$ cat src/hw/rtl/positional_shift_list_core_assert.svh
// Assertion macros for the positional shift list core.
// Included by the top level; expects signals named clk and rst in scope.
`ifndef POSITIONAL_SHIFT_LIST_CORE_ASSERT_SVH
`define POSITIONAL_SHIFT_LIST_CORE_ASSERT_SVH

// Consequent must hold in the same cycle as the antecedent.
`define PSL_ASSERT_SAME(name, ante, cons, msg) \
  name: assert property (@(posedge clk) disable iff (rst) (ante) |-> (cons)) \
    else $error(msg);

// Consequent must hold in the cycle after the antecedent.
`define PSL_ASSERT_NEXT(name, ante, cons, msg) \
  name: assert property (@(posedge clk) disable iff (rst) (ante) |=> (cons)) \
    else $error(msg);

`endif

$ cat src/hw/rtl/psl_pkg.sv
// Shared types and constants of the positional shift list core.
// No dependencies; used by the interfaces' users, the cell and the top level.
`timescale 1ns / 1ps

package psl_pkg;

  // Width of internal positions and counts; covers a capacity of up to 127.
  localparam int POS_W       = 7;
  localparam int MAX_RESULTS = 16;
  localparam int RES_W       = 5;

  typedef enum logic [2:0] {
    CMD_PUSH_BACK  = 3'd0,
    CMD_PUSH_FRONT = 3'd1,
    CMD_POP_BACK   = 3'd2,
    CMD_POP_FRONT  = 3'd3,
    CMD_INSERT     = 3'd4,
    CMD_ERASE      = 3'd5,
    CMD_FIND       = 3'd6,
    CMD_READ_ALL   = 3'd7
  } cmd_t;

  localparam logic [1:0] ST_OK    = 2'd0;
  localparam logic [1:0] ST_FULL  = 2'd1;
  localparam logic [1:0] ST_EMPTY = 2'd2;
  localparam logic [1:0] ST_POS   = 2'd3;

  typedef enum logic [1:0] {
    CELL_HOLD,
    CELL_OPEN,
    CELL_CLOSE,
    CELL_ROTATE
  } cell_op_t;

  typedef struct packed {
    cell_op_t         op;
    logic [POS_W-1:0] pos;
  } cell_ctrl_t;

  typedef enum logic {
    S_IDLE,
    S_SCAN
  } state_t;

  typedef struct packed {
    logic [1:0]         status;
    logic               match_found;
    logic [3:0]         match_index;
    logic signed [31:0] element_value;
    logic [4:0]         element_count;
    logic               last_result;
  } rsp_t;

endpackage

$ cat src/hw/rtl/psl_req_if.sv
// Command channel of the positional shift list core.
// Valid/ready handshake with the command payload; no dependencies.
`timescale 1ns / 1ps

interface psl_req_if;
  logic               valid;
  logic               ready;
  logic [2:0]         cmd;
  logic [3:0]         position;
  logic signed [31:0] item_value;

  modport source (output valid, cmd, position, item_value, input ready);
  modport sink (input valid, cmd, position, item_value, output ready);
endinterface

$ cat src/hw/rtl/psl_rsp_if.sv
// Result channel of the positional shift list core.
// Valid/ready handshake with the result payload; no dependencies.
`timescale 1ns / 1ps

interface psl_rsp_if;
  logic               valid;
  logic               ready;
  logic [1:0]         status;
  logic               match_found;
  logic [3:0]         match_index;
  logic signed [31:0] element_value;
  logic [4:0]         element_count;
  logic               last_result;

  modport source (output valid, status, match_found, match_index, element_value,
                  element_count, last_result, input ready);
  modport sink (input valid, status, match_found, match_index, element_value,
                element_count, last_result, output ready);
endinterface

$ cat src/hw/rtl/psl_cell.sv
// One storage cell of the shift list chain.
// Depends on psl_pkg for the cell control struct.
`timescale 1ns / 1ps

module psl_cell import psl_pkg::*; #(
  parameter int WORD_BITS = 32,
  parameter int INDEX     = 0
) (
  input  logic                        clk,
  input  cell_ctrl_t                  ctrl,
  input  logic signed [WORD_BITS-1:0] new_word,
  input  logic signed [WORD_BITS-1:0] key,
  input  logic signed [WORD_BITS-1:0] below,
  input  logic signed [WORD_BITS-1:0] above,
  output logic signed [WORD_BITS-1:0] value,
  output logic                        match
);

  localparam logic [POS_W-1:0] MyIndex = POS_W'(INDEX);

  always_ff @(posedge clk) begin
    case (ctrl.op)
      CELL_OPEN: begin
        // Cells above the gap take their lower neighbor; the gap takes the new word.
        if (MyIndex > ctrl.pos) begin
          value <= below;
        end else if (MyIndex == ctrl.pos) begin
          value <= new_word;
        end
      end
      CELL_CLOSE: begin
        if (MyIndex >= ctrl.pos) begin
          value <= above;
        end
      end
      CELL_ROTATE: begin
        value <= above;
      end
      default: begin
      end
    endcase
  end

  assign match = (value == key);

endmodule

$ cat src/hw/rtl/positional_shift_list_core.sv
// Positional shift list core: top level with control and the chain of cells.
// Depends on psl_pkg, psl_req_if, psl_rsp_if, psl_cell and the assertion header.
`timescale 1ns / 1ps

// The list lives in a row of CAPACITY cells that all shift in the same cycle. A
// command is accepted whenever the block is idle and the result register is empty
// or being emptied. Push, pop, insert and erase give a single result that is
// registered and appears in the next cycle. A find with no match and a read-all of
// an empty list also answer with one result in the next cycle. A find with at
// least one match and a read-all of a non-empty list rotate the whole row once
// through cell 0, one step per cycle while no result waits on the result channel;
// the next command is accepted once the rotation has restored the original order.

module positional_shift_list_core import psl_pkg::*; #(
  parameter int CAPACITY  = 16,
  parameter int WORD_BITS = 32
) (
  input logic      clk,
  input logic      rst,
  psl_req_if.sink  req,
  psl_rsp_if.source rsp
);

  `include "positional_shift_list_core_assert.svh"

  localparam int CW = $clog2(CAPACITY + 1);
  localparam int IW = $clog2(CAPACITY);
  localparam logic [IW-1:0]    LastStep = IW'(CAPACITY - 1);
  localparam logic [POS_W-1:0] CapPos   = POS_W'(CAPACITY);

  state_t state, state_next;

  logic [CW-1:0]       count;
  logic [IW-1:0]       step;
  logic [RES_W-1:0]    nres;
  logic [CAPACITY-1:0] mvec;
  logic                scan_find;
  logic                rsp_valid;
  rsp_t                rsp_q;

  logic signed [WORD_BITS-1:0] cell_value [CAPACITY];
  logic [CAPACITY-1:0]         cell_match;
  logic signed [WORD_BITS-1:0] key_in;
  cell_ctrl_t                  cell_ctrl;

  logic             out_free;
  logic             acc;
  logic             advance;
  logic [POS_W-1:0] cnt_pos;
  logic [POS_W-1:0] req_pos;
  logic [CAPACITY-1:0] mvec_in;

  // Decoded command
  cell_op_t         dec_op;
  logic [POS_W-1:0] dec_pos;
  logic [CW-1:0]    dec_count;
  logic [1:0]       dec_status;
  logic             dec_scan;
  logic             dec_find;

  // Scan step
  logic emit, emit_find, emit_read, last_find, last_read;

  assign key_in   = WORD_BITS'(req.item_value);
  assign cnt_pos  = POS_W'(count);
  assign req_pos  = POS_W'(req.position);
  assign out_free = !rsp_valid || rsp.ready;
  assign acc      = req.valid && req.ready;

  // Cell chain; the top cell wraps to cell 0 for the read-out rotation.
  for (genvar i = 0; i < CAPACITY; i++) begin : g_cell
    logic signed [WORD_BITS-1:0] below;
    logic signed [WORD_BITS-1:0] above;
    if (i == 0) begin : g_first
      assign below = '0;
    end else begin : g_mid_lo
      assign below = cell_value[i-1];
    end
    if (i == CAPACITY - 1) begin : g_last
      assign above = cell_value[0];
    end else begin : g_mid_hi
      assign above = cell_value[i+1];
    end
    psl_cell #(
      .WORD_BITS(WORD_BITS),
      .INDEX    (i)
    ) u_cell (
      .clk     (clk),
      .ctrl    (cell_ctrl),
      .new_word(key_in),
      .key     (key_in),
      .below   (below),
      .above   (above),
      .value   (cell_value[i]),
      .match   (cell_match[i])
    );
  end

  always_comb begin
    for (int i = 0; i < CAPACITY; i++) begin
      mvec_in[i] = cell_match[i] && (POS_W'(i) < cnt_pos);
    end
  end

  always_comb begin
    dec_op     = CELL_HOLD;
    dec_pos    = '0;
    dec_count  = count;
    dec_status = ST_OK;
    dec_scan   = 1'b0;
    dec_find   = 1'b0;
    case (req.cmd)
      CMD_PUSH_BACK: begin
        if (cnt_pos >= CapPos) begin
          dec_status = ST_FULL;
        end else begin
          dec_op    = CELL_OPEN;
          dec_pos   = cnt_pos;
          dec_count = CW'(count + 1'b1);
        end
      end
      CMD_PUSH_FRONT: begin
        if (cnt_pos >= CapPos) begin
          dec_status = ST_FULL;
        end else begin
          dec_op    = CELL_OPEN;
          dec_count = CW'(count + 1'b1);
        end
      end
      CMD_POP_BACK: begin
        if (count == '0) begin
          dec_status = ST_EMPTY;
        end else begin
          dec_count = CW'(count - 1'b1);
        end
      end
      CMD_POP_FRONT: begin
        if (count == '0) begin
          dec_status = ST_EMPTY;
        end else begin
          dec_op    = CELL_CLOSE;
          dec_count = CW'(count - 1'b1);
        end
      end
      CMD_INSERT: begin
        if (cnt_pos >= CapPos) begin
          dec_status = ST_FULL;
        end else if (req_pos > cnt_pos) begin
          dec_status = ST_POS;
        end else begin
          dec_op    = CELL_OPEN;
          dec_pos   = req_pos;
          dec_count = CW'(count + 1'b1);
        end
      end
      CMD_ERASE: begin
        if (count == '0) begin
          dec_status = ST_EMPTY;
        end else if (req_pos >= cnt_pos) begin
          dec_status = ST_POS;
        end else begin
          dec_op    = CELL_CLOSE;
          dec_pos   = req_pos;
          dec_count = CW'(count - 1'b1);
        end
      end
      CMD_FIND: begin
        // Without any match the single no-match result is given at once.
        dec_find = 1'b1;
        dec_scan = (mvec_in != '0);
      end
      CMD_READ_ALL: begin
        if (count == '0) begin
          dec_status = ST_EMPTY;
        end else begin
          dec_scan = 1'b1;
        end
      end
      default: begin
      end
    endcase
  end

  // During a scan, cell 0 holds the entry whose index equals the step count.
  assign emit_find = mvec[0] && (nres < RES_W'(MAX_RESULTS));
  assign last_find = (mvec[CAPACITY-1:1] == '0) || (nres == RES_W'(MAX_RESULTS - 1));
  assign emit_read = (POS_W'(step) < cnt_pos) && (nres < RES_W'(MAX_RESULTS));
  assign last_read = (POS_W'(POS_W'(step) + POS_W'(1)) == cnt_pos)
                  || (nres == RES_W'(MAX_RESULTS - 1));
  assign emit      = scan_find ? emit_find : emit_read;

  always_comb begin
    state_next = state;
    case (state)
      S_IDLE: begin
        if (acc && dec_scan) begin
          state_next = S_SCAN;
        end
      end
      S_SCAN: begin
        if (advance && (step == LastStep)) begin
          state_next = S_IDLE;
        end
      end
      default: begin
        state_next = S_IDLE;
      end
    endcase
  end

  always_comb begin
    req.ready     = 1'b0;
    advance       = 1'b0;
    cell_ctrl.op  = CELL_HOLD;
    cell_ctrl.pos = '0;
    case (state)
      S_IDLE: begin
        req.ready = out_free;
        if (req.valid && out_free) begin
          cell_ctrl.op  = dec_op;
          cell_ctrl.pos = dec_pos;
        end
      end
      S_SCAN: begin
        advance = !emit || out_free;
        if (advance) begin
          cell_ctrl.op = CELL_ROTATE;
        end
      end
      default: begin
      end
    endcase
  end

  always_ff @(posedge clk) begin
    if (rst) begin
      state     <= S_IDLE;
      count     <= '0;
      rsp_valid <= 1'b0;
    end else begin
      state <= state_next;
      if (acc) begin
        count <= dec_count;
      end
      if ((acc && !dec_scan) || (advance && emit)) begin
        rsp_valid <= 1'b1;
      end else if (rsp.ready) begin
        rsp_valid <= 1'b0;
      end
    end
  end

  always_ff @(posedge clk) begin
    if (acc && dec_scan) begin
      step      <= '0;
      nres      <= '0;
      mvec      <= mvec_in;
      scan_find <= dec_find;
    end else if (advance) begin
      step <= IW'(step + 1'b1);
      nres <= RES_W'(nres + RES_W'(emit));
      mvec <= mvec >> 1;
    end
  end

  always_ff @(posedge clk) begin
    if (acc && !dec_scan) begin
      rsp_q.status        <= dec_status;
      rsp_q.match_found   <= 1'b0;
      rsp_q.match_index   <= '0;
      rsp_q.element_value <= '0;
      rsp_q.element_count <= 5'(dec_count);
      rsp_q.last_result   <= 1'b1;
    end else if (advance && emit) begin
      rsp_q.status        <= ST_OK;
      rsp_q.match_found   <= scan_find;
      rsp_q.match_index   <= 4'(step);
      rsp_q.element_value <= scan_find ? 32'sd0 : 32'(cell_value[0]);
      rsp_q.element_count <= 5'(count);
      rsp_q.last_result   <= scan_find ? last_find : last_read;
    end
  end

  assign rsp.valid         = rsp_valid;
  assign rsp.status        = rsp_q.status;
  assign rsp.match_found   = rsp_q.match_found;
  assign rsp.match_index   = rsp_q.match_index;
  assign rsp.element_value = rsp_q.element_value;
  assign rsp.element_count = rsp_q.element_count;
  assign rsp.last_result   = rsp_q.last_result;

  `PSL_ASSERT_SAME(a_count_bound, 1'b1, cnt_pos <= CapPos, "element count above capacity")
  `PSL_ASSERT_SAME(a_no_accept_in_scan, state == S_SCAN, !req.ready,
                   "command accepted during a scan")
  `PSL_ASSERT_NEXT(a_full_push, acc && (req.cmd == CMD_PUSH_BACK) && (cnt_pos == CapPos),
                   rsp_valid && (rsp_q.status == ST_FULL) && (cnt_pos == CapPos),
                   "push on a full list not reported")
  `PSL_ASSERT_NEXT(a_scan_end, (state == S_SCAN) && advance && (step == LastStep),
                   state == S_IDLE, "scan did not end after a full rotation")

endmodule
$ cat src/flat_wrapper.sv
// flat-port wrapper written by rule: the top's interface ports become plain ports
module positional_shift_list_core_flat import psl_pkg::*;
#(
  parameter int CAPACITY  = 16,
  parameter int WORD_BITS = 32
)
  (clk, rst, req_valid, req_cmd, req_position, req_item_value, req_ready, rsp_valid, rsp_status, rsp_match_found, rsp_match_index, rsp_element_value, rsp_element_count, rsp_last_result, rsp_ready);
  psl_req_if req_i ();
  psl_rsp_if rsp_i ();
  input logic clk;
  input logic rst;
  input wire logic [$bits(req_i.valid)-1:0] req_valid;
  input wire logic [$bits(req_i.cmd)-1:0] req_cmd;
  input wire logic [$bits(req_i.position)-1:0] req_position;
  input wire logic [$bits(req_i.item_value)-1:0] req_item_value;
  output wire logic [$bits(req_i.ready)-1:0] req_ready;
  output wire logic [$bits(rsp_i.valid)-1:0] rsp_valid;
  output wire logic [$bits(rsp_i.status)-1:0] rsp_status;
  output wire logic [$bits(rsp_i.match_found)-1:0] rsp_match_found;
  output wire logic [$bits(rsp_i.match_index)-1:0] rsp_match_index;
  output wire logic [$bits(rsp_i.element_value)-1:0] rsp_element_value;
  output wire logic [$bits(rsp_i.element_count)-1:0] rsp_element_count;
  output wire logic [$bits(rsp_i.last_result)-1:0] rsp_last_result;
  input wire logic [$bits(rsp_i.ready)-1:0] rsp_ready;
  assign req_i.valid = req_valid;
  assign req_i.cmd = req_cmd;
  assign req_i.position = req_position;
  assign req_i.item_value = req_item_value;
  assign req_ready = req_i.ready;
  assign rsp_valid = rsp_i.valid;
  assign rsp_status = rsp_i.status;
  assign rsp_match_found = rsp_i.match_found;
  assign rsp_match_index = rsp_i.match_index;
  assign rsp_element_value = rsp_i.element_value;
  assign rsp_element_count = rsp_i.element_count;
  assign rsp_last_result = rsp_i.last_result;
  assign rsp_i.ready = rsp_ready;
  positional_shift_list_core #(.CAPACITY(CAPACITY), .WORD_BITS(WORD_BITS)) u_core (.clk(clk), .rst(rst), .req(req_i), .rsp(rsp_i));
endmodule
$ cat config.mk
export PLATFORM = sky130hd
export DESIGN_NAME = positional_shift_list_core_flat
export DESIGN_NICKNAME = d
export VERILOG_FILES = /design/src/hw/rtl/psl_pkg.sv /design/src/hw/rtl/psl_req_if.sv /design/src/hw/rtl/psl_rsp_if.sv /design/src/hw/rtl/psl_cell.sv /design/src/hw/rtl/positional_shift_list_core.sv /design/src/flat_wrapper.sv
export VERILOG_INCLUDE_DIRS = /design/src /design/src/hw/rtl
export SDC_FILE = /design/constraint.sdc
export NUM_CORES = 2
export LEC_CHECK = 0
export BUFFER_PORTS_ARGS = -buffer_cell sky130_fd_sc_hd__buf_4
export CORE_MARGIN = 2
export CORE_UTILIZATION = 50
export CTS_BUF_LIST = sky130_fd_sc_hd__clkbuf_16
export DETAILED_ROUTE_END_ITERATION = 12
export GPL_TIMING_DRIVEN = 0
export PLACE_DENSITY = 0.71
export SETUP_SLACK_MARGIN = 0.4
export SYNTH_ARGS = -nofsm -noshare
export SYNTH_HDL_FRONTEND = slang
export SYNTH_SLANG_ARGS = --single-unit
$ cat constraint.sdc
create_clock -name clk -period 10.2 [get_ports clk]
set_input_delay 1.02 -clock clk [delete_from_list [all_inputs] [get_ports clk]]
set_output_delay 1.02 -clock clk [all_outputs]
set_load 0.02 [all_outputs]
Yosys cells after proc, flatten, opt, wreduce, memory -nomap -nowiden
Index checks and enable logic that the tools add are counted.
- add/subtract/negate cells: 5
- $mul: 0
- divide/modulo/power cells: 0
- order comparisons: 53
- equality and inequality tests: 76
- shift operators: 0
- multiplexer cells: 112
- bitwise gates (word level): 1
- reduce and logical (&&, ||, !) cells: 60
- operator list (operator ; count):
    $mux 32 ; 49
    $pmux 32 s3 ; 16
    $eq 32x32->1 ; 16
    $mux 45 ; 2
    $eq 4x7->1 const A ; 8
    $ge 4x7->1 const A ; 8
    $gt 4x7->1 const A ; 8
    $ne 3x3->1 const B ; 16
    $reduce_and 3->1 ; 16
    $lt 4x5->1 const A ; 8
    $mux 5 ; 7
    $mux 16 ; 2
    $ne 2x2->1 const B ; 16
    $eq 3x7->1 const A ; 4
    $ge 3x7->1 const A ; 4
    $gt 3x7->1 const A ; 4
    $logic_and 1x1->1 ; 24
    $mux 7 ; 3
    $pmux 7 s3 ; 1
    $lt 3x5->1 const A ; 4
    $mux 2 ; 10
    $pmux 5 s4 ; 1
    $pmux 2 s4 ; 2
    $reduce_bool 16->1 ; 1
    other kinds (42) ; 77
- register bits after elaboration: 590
- bits in latches: 0
- bits in writable memories: 0
- ROM bits: 0
- bits of input ports: 43
- memories: 0

Longest topological paths before layout
- depth in word-level cells: 10
- gate-level depth with buffers: 16
- mapped depth without buffers: 12

Modules after synthesis
A second synthesis with hierarchy kept.
- cell total of the unflattened synthesis: 3763
- area, all modules: 38511.9 um^2
- by module, submodules not included (module ; instances ; cells an instance ; area an instance (um^2)):
    positional_shift_list_core ; 1 ; 440 ; 4171.5
    psl_cell (u_core.g_cell[9].u_cell) ; 1 ; 225 ; 2368.5
    psl_cell (u_core.g_cell[12].u_cell) ; 1 ; 225 ; 2364.8
    psl_cell (u_core.g_cell[10].u_cell) ; 1 ; 226 ; 2359.8
    psl_cell (u_core.g_cell[15].u_cell) ; 1 ; 222 ; 2342.2
    psl_cell (u_core.g_cell[11].u_cell) ; 1 ; 222 ; 2263.4
    psl_cell (u_core.g_cell[13].u_cell) ; 1 ; 225 ; 2207.1
    psl_cell (u_core.g_cell[6].u_cell) ; 1 ; 221 ; 2198.4
    psl_cell (u_core.g_cell[14].u_cell) ; 1 ; 222 ; 2163.3
    psl_cell (u_core.g_cell[1].u_cell) ; 1 ; 199 ; 2094.5
    psl_cell (u_core.g_cell[4].u_cell) ; 1 ; 224 ; 2078.2
    psl_cell (u_core.g_cell[2].u_cell) ; 1 ; 217 ; 2068.2
    psl_cell (u_core.g_cell[3].u_cell) ; 1 ; 223 ; 2058.2
    psl_cell (u_core.g_cell[5].u_cell) ; 1 ; 187 ; 2018.2
    +3 rows ; -- ; -- ; --

Worst setup path before layout
OpenSTA, ideal clock, no wires.
- kind: in2reg
- start: input port req_position[3]
- end: register u_core.g_cell[2].u_cell.value[0], enable pin
- arrival: 7771 ps
- required time: 9605 ps
- setup slack: 1834 ps
- stages on the path: 10
- cell sequence: ha_1 and4_1 nor2b_1 a31oi_1 or3_1 buf_2 a311oi_4 clkbuf_1 buf_2 a2111oi_0
- cells in the longest elaborated chain, start to end: 9
- elaborated cells between the ends (all ways): 25
- RTL lines (item ; RTL line ; source):
    from (decl) ; flat_wrapper.sv:14 ; input wire logic [$bits(req_i.position)-1:0] req_position;
    $ge 4x5->1 / $gt 4x5->1 (equally long branches) ; positional_shift_list_core.sv:159, positional_shift_list_core.sv:148 ;
    $mux 4, or another cell as far along ; positional_shift_list_core.sv:159 ; end else if (req_pos >= cnt_pos) begin
    $mux 7, or another cell as far along ; positional_shift_list_core.sv:157 ; if (count == '0) begin
    $pmux 7 s3 / $pmux 2 s4 (equally long branches) ; positional_shift_list_core.sv:112 ; case (req.cmd)
    $mux 9 (*) ; positional_shift_list_core.sv:219 ; if (req.valid && out_free) begin
    $mux 7 / $pmux 2 s2 (equally long branches) ; positional_shift_list_core.sv:216 ; case (state)
    $gt 2x7->1, or another cell as far along ; psl_cell.sv:25 ; if (MyIndex > ctrl.pos) begin
    $ne 3x3->1 (no source line), or another cell as far along ; -- ;
    $reduce_and 3->1 (no source line) (*) ; -- ;
    to (signal assigned) ; psl_cell.sv:26 ; value <= below;
    to (signal assigned) ; psl_cell.sv:28 ; value <= new_word;
    to (signal assigned) ; psl_cell.sv:33 ; value <= above;
    to (decl) ; psl_cell.sv:15 ; output logic signed [WORD_BITS-1:0] value,
Mark *: on every way between the ends. The rest lies on a longest branch, timed or not.
A chain may end at the register's enable or synchronous reset.

Worst setup path in the final report
- start: register u_core.count[1]
- end: register u_core.g_cell[10].u_cell.value[2] (data pin)
- cells in the longest elaborated chain, start to end: 9
- elaborated cells between the ends (all ways): 32
- RTL lines (item ; RTL line ; source):
    from (decl) ; positional_shift_list_core.sv:33 ; logic [CW-1:0] count;
    from (signal assigned) ; positional_shift_list_core.sv:243 ; count <= dec_count;
    $ge 4x5->1, or another cell as far along ; positional_shift_list_core.sv:159 ;
    $mux 4, or another cell as far along ; positional_shift_list_core.sv:159 ;
    $mux 7, or another cell as far along ; positional_shift_list_core.sv:157 ;
    $pmux 7 s3 / $logic_not 1->1 (equally long branches) ; positional_shift_list_core.sv:112, positional_shift_list_core.sv:225 ;
    $mux 9 / $logic_or 1x1->1 (equally long branches) ; positional_shift_list_core.sv:219, positional_shift_list_core.sv:225 ;
    $mux 7 / $mux 2 (equally long branches) ; positional_shift_list_core.sv:216, positional_shift_list_core.sv:226 ;
    $gt 4x7->1 / $pmux 2 s2 (equally long branches) ; psl_cell.sv:25, positional_shift_list_core.sv:216 ;
    $mux 32, or another cell as far along ; psl_cell.sv:25 ;
    $pmux 32 s3 (*) ; psl_cell.sv:22 ; case (ctrl.op)
    to (signal assigned) ; psl_cell.sv:26 ;
    to (signal assigned) ; psl_cell.sv:28 ;
    to (signal assigned) ; psl_cell.sv:33 ;
    to (decl) ; psl_cell.sv:15 ;
Marked as above.

==> flow_summary.ini <==
[outcome]
status = finished with violations
violations = max-capacitance violations, max-slew violations

[synth]
synth_edf_count = 536
yosys.area.top_type = edfxtp_1
synth_seq_cells = 590
synthesis.nets = 3787
synth.top_cell.area_share_pct = 44.2
syn_inst = 3729
synth_area_mm2 = 0.0364
post_synth_num_cell_types = 84
synthTopCellsByArea = edfxtp_1 (44%), nand2_1 (7.1%), xor2_1 (6.8%)
synth_ff_type = edfxtp_1
yosys_warnings = 0
avgSynthCellArea_um2 = 9.77
yosysSeqAreaShare_pct = 47.1
async_flop_share_pct = 0

[timing]
relSlewSlack_pct = -7.65
rsz0062_at_grt = no
hold_viol_final = 0
fin_ws_ps = 3250
max_freq_mhz = 144
skew_ps = 27.9
period_minus_slack_ps = 6950
worst_slew_pin_slew_ps = 1610
fin_crit_sh_pct = 68.1
setup_viol = 0
drv_slew = 4

[clock_network]
cts_num_sinks = 590
cts-buffers-inserted = 70
h-tree-depth = 3
clk_pin_slew_worst_paths_ps = 60
postCtsSetupBuffers = 0
cts_buffer_depth = 3
cts_hold_buf = 0
clk_latency_ps = 650
cts_resized = 0
cts_tree = yes
cts_root_buf = clkbuf_16

[grt]
grt_pass1_vias = 32800
grt_pass1_wl_mm = 264
overflow = 0
grt_usage_pct = 52.0
grt_max_degree = 33
antenna_found_initial = 6

[worst_setup_path]
critPathMaxFanout = 10
crit_path_end_kind = flop
worstSetupPathType = reg -> reg
crit_arrival_ps = 7430
cp_data_required_time_ps = 10680
start_kind = flop

[routing]
wl_per_cell_um = 40.7
routed_wl_mm = 199
postRouteAntennaNets = 0
dr_total_vias = 35600
drc = 0
first_pass_iters = 8
post_drt_via_cell_ratio = 7.27
drtIter0Drc = 7121

[pwr]
switching_share_pct = 33.4
p_comb_share_pct = 19.6
power_density_mw_per_mm2 = 176
peakVddDrop_uv = 129
p_int_mw = 4.78
leakagePower_nw = 13.9
pwr-share-seq_pct = 45.1
p_sw_mw = 2.40
clockPowerShare_pct = 35.3

[placement]
place_congestion = 1.08
place_ws_ps = 3430
dp_hpwl_mm = 143
placed_cell_area_mm2 = 0.0385
portBuffers = 57

[final_layout]
drive_above_1_share_pct = 10.2
fin_area_mm2 = 0.0407
area_growth_pct = 11.7
fin_util_pct = 56.1
fin_nets = 3940

[floorplanning]
fp-row-count = 99
die_h_um = 274
die-area_mm2 = 0.0751
die_w_um = 274
top_level_ports = 90
initial_core_util_pct = 50.2
core_mm2 = 0.0726

[hold_path]
hold_path.class = reg -> reg

[run]
maxCapViolCount = 1
routing by layer:
metal  track usage [%]  up-vias  routed length [µm]
met2              70.1     3574               77700
met4              41.1        8               19900
met1              62.6    17100               67100
li1                  -    13900                   -
met5                 0        -                 192
met3              25.4      955               34300
power groups by stage:
stage | sequential, mW | combinational, mW | clock (mW)
floorplan | 3.12 | 0.790 | 0
global placement | 3.27 | 1.26 | 0
detailed placement | 3.25 | 1.31 | 0
CTS | 3.20 | 1.32 | 2.49
global route | 3.22 | 1.44 | 2.59
finish | 3.24 | 1.41 | 2.53
state kept, by name, indices dropped and copies added, names as in the netlist:
name and count:
u_core.g_cell.u_cell.value 512, u_core.rsp.element_value 32, u_core.mvec 16, u_core.count 5
u_core.nres 5, u_core.rsp.element_count 5, u_core.rsp.match_index 4, u_core.step 4
u_core.rsp.status 2, u_core.rsp.last_result 1, u_core.rsp.match_found 1, u_core.rsp.valid 1
u_core.scan_find 1, u_core.state 1
path summary, 6_finish.rpt:
check	startpoint	slack, ps	cells past startpoint	to
worst min-delay path	u_core.rsp.element_value[17]	460	2	u_core.rsp.element_value[17]
worst min register to register	u_core.rsp.element_value[17]	460	2	u_core.rsp.element_value[17]
worst max register to register	u_core.count[1]	3250	14	u_core.g_cell[10].u_cell.value[2]
worst max-delay path	u_core.count[1]	3250	14	u_core.g_cell[10].u_cell.value[2]
area by class of cell:
| class | count | area [µm²] |
|---|---|---|
| tap | 959 | 1200 |
| clock inverter | 52 | 407 |
| inverter | 12 | 45.0 |
| multi-input combinational | 2788 | 17700 |
| clock buffer | 71 | 1780 |
| sequential | 590 | 17200 |
| fill | 6716 | 31900 |
| antenna | 2 | 5.00 |
| timing repair buffer | 81 | 737 |
| buffer | 339 | 1640 |
critical path, stage by stage, from the launching register on:
cell      delay [ps]
dfxtp_1          450
clkbuf_1         720
inv_1            450
ha_1             410
nor2b_1          140
o211ai_1         320
a31oi_1          240
o31ai_2          540
nand4_1          200
nand2_1          520
buf_2            510
clkbuf_1         990
clkbuf_1         780
nand2_1          310
o21ai_0          160
synth_stat cells, drive strengths merged, types with 3 or more instances:
library cell,number
nand3,248
a32oi,5
nor3,40
buf,187
o21ai,246
a21oi,64
nor3b,3
nand3b,35
mux2i,196
and2,7
o211ai,227
or4,8
and3,9
nor2,112
o22ai,3
dfxtp,54
o31ai,6
a2bb2oi,3
o21a,3
o221a,5
edfxtp,536
clkbuf,152
inv,11
or3,6
nand4,71
a31oi,82
nor4,85
a21boi,33
a311o,5
xnor2,234
a22oi,4
xor2,284
nand2,692
a211oi,9
a21o,3
nor2b,11
a311oi,7
ha,15
a2111oi,3
per-stage QoR:
stage	setup TNS (ps)	power, mW	std cells	hold slack [ps]
3_5_place_dp	0	4.56	4768	457
3_3_place_gp	-93690	4.54	4745	449
2_1_floorplan	0	3.91	3729	492
6_report	0	7.17	4894	459
5_1_grt	0	7.25	4892	485
4_1_cts	0	7.01	4891	464
cells by family (layout without fill, tap and decap cells):
group	after synthesis	count (layout)	synth area share [%]
flops	590	590	47.1
xor+xnor	518	518	12.4
fa+ha+maj	15	15	0.515
compound gates	723	723	13.1
simple gates	1335	1335	16.8
buf+inv	351	555	4.62
mux	197	197	5.41
other cells	0	2	0
placed cells by master (no fill, tap or decap), drive strengths merged, types with 82 or more instances in the layout:
| cell type | n |
|---|---|
| nand2 | 692 |
| edfxtp | 536 |
| xor2 | 284 |
| buf | 268 |
| nand3 | 248 |
| o21ai | 246 |
| xnor2 | 234 |
| o211ai | 227 |
| clkbuf | 223 |
| mux2i | 196 |
| nor2 | 112 |
| nor4 | 85 |
| a31oi | 82 |
No activity file was read; power rests on OpenSTA's default activity.
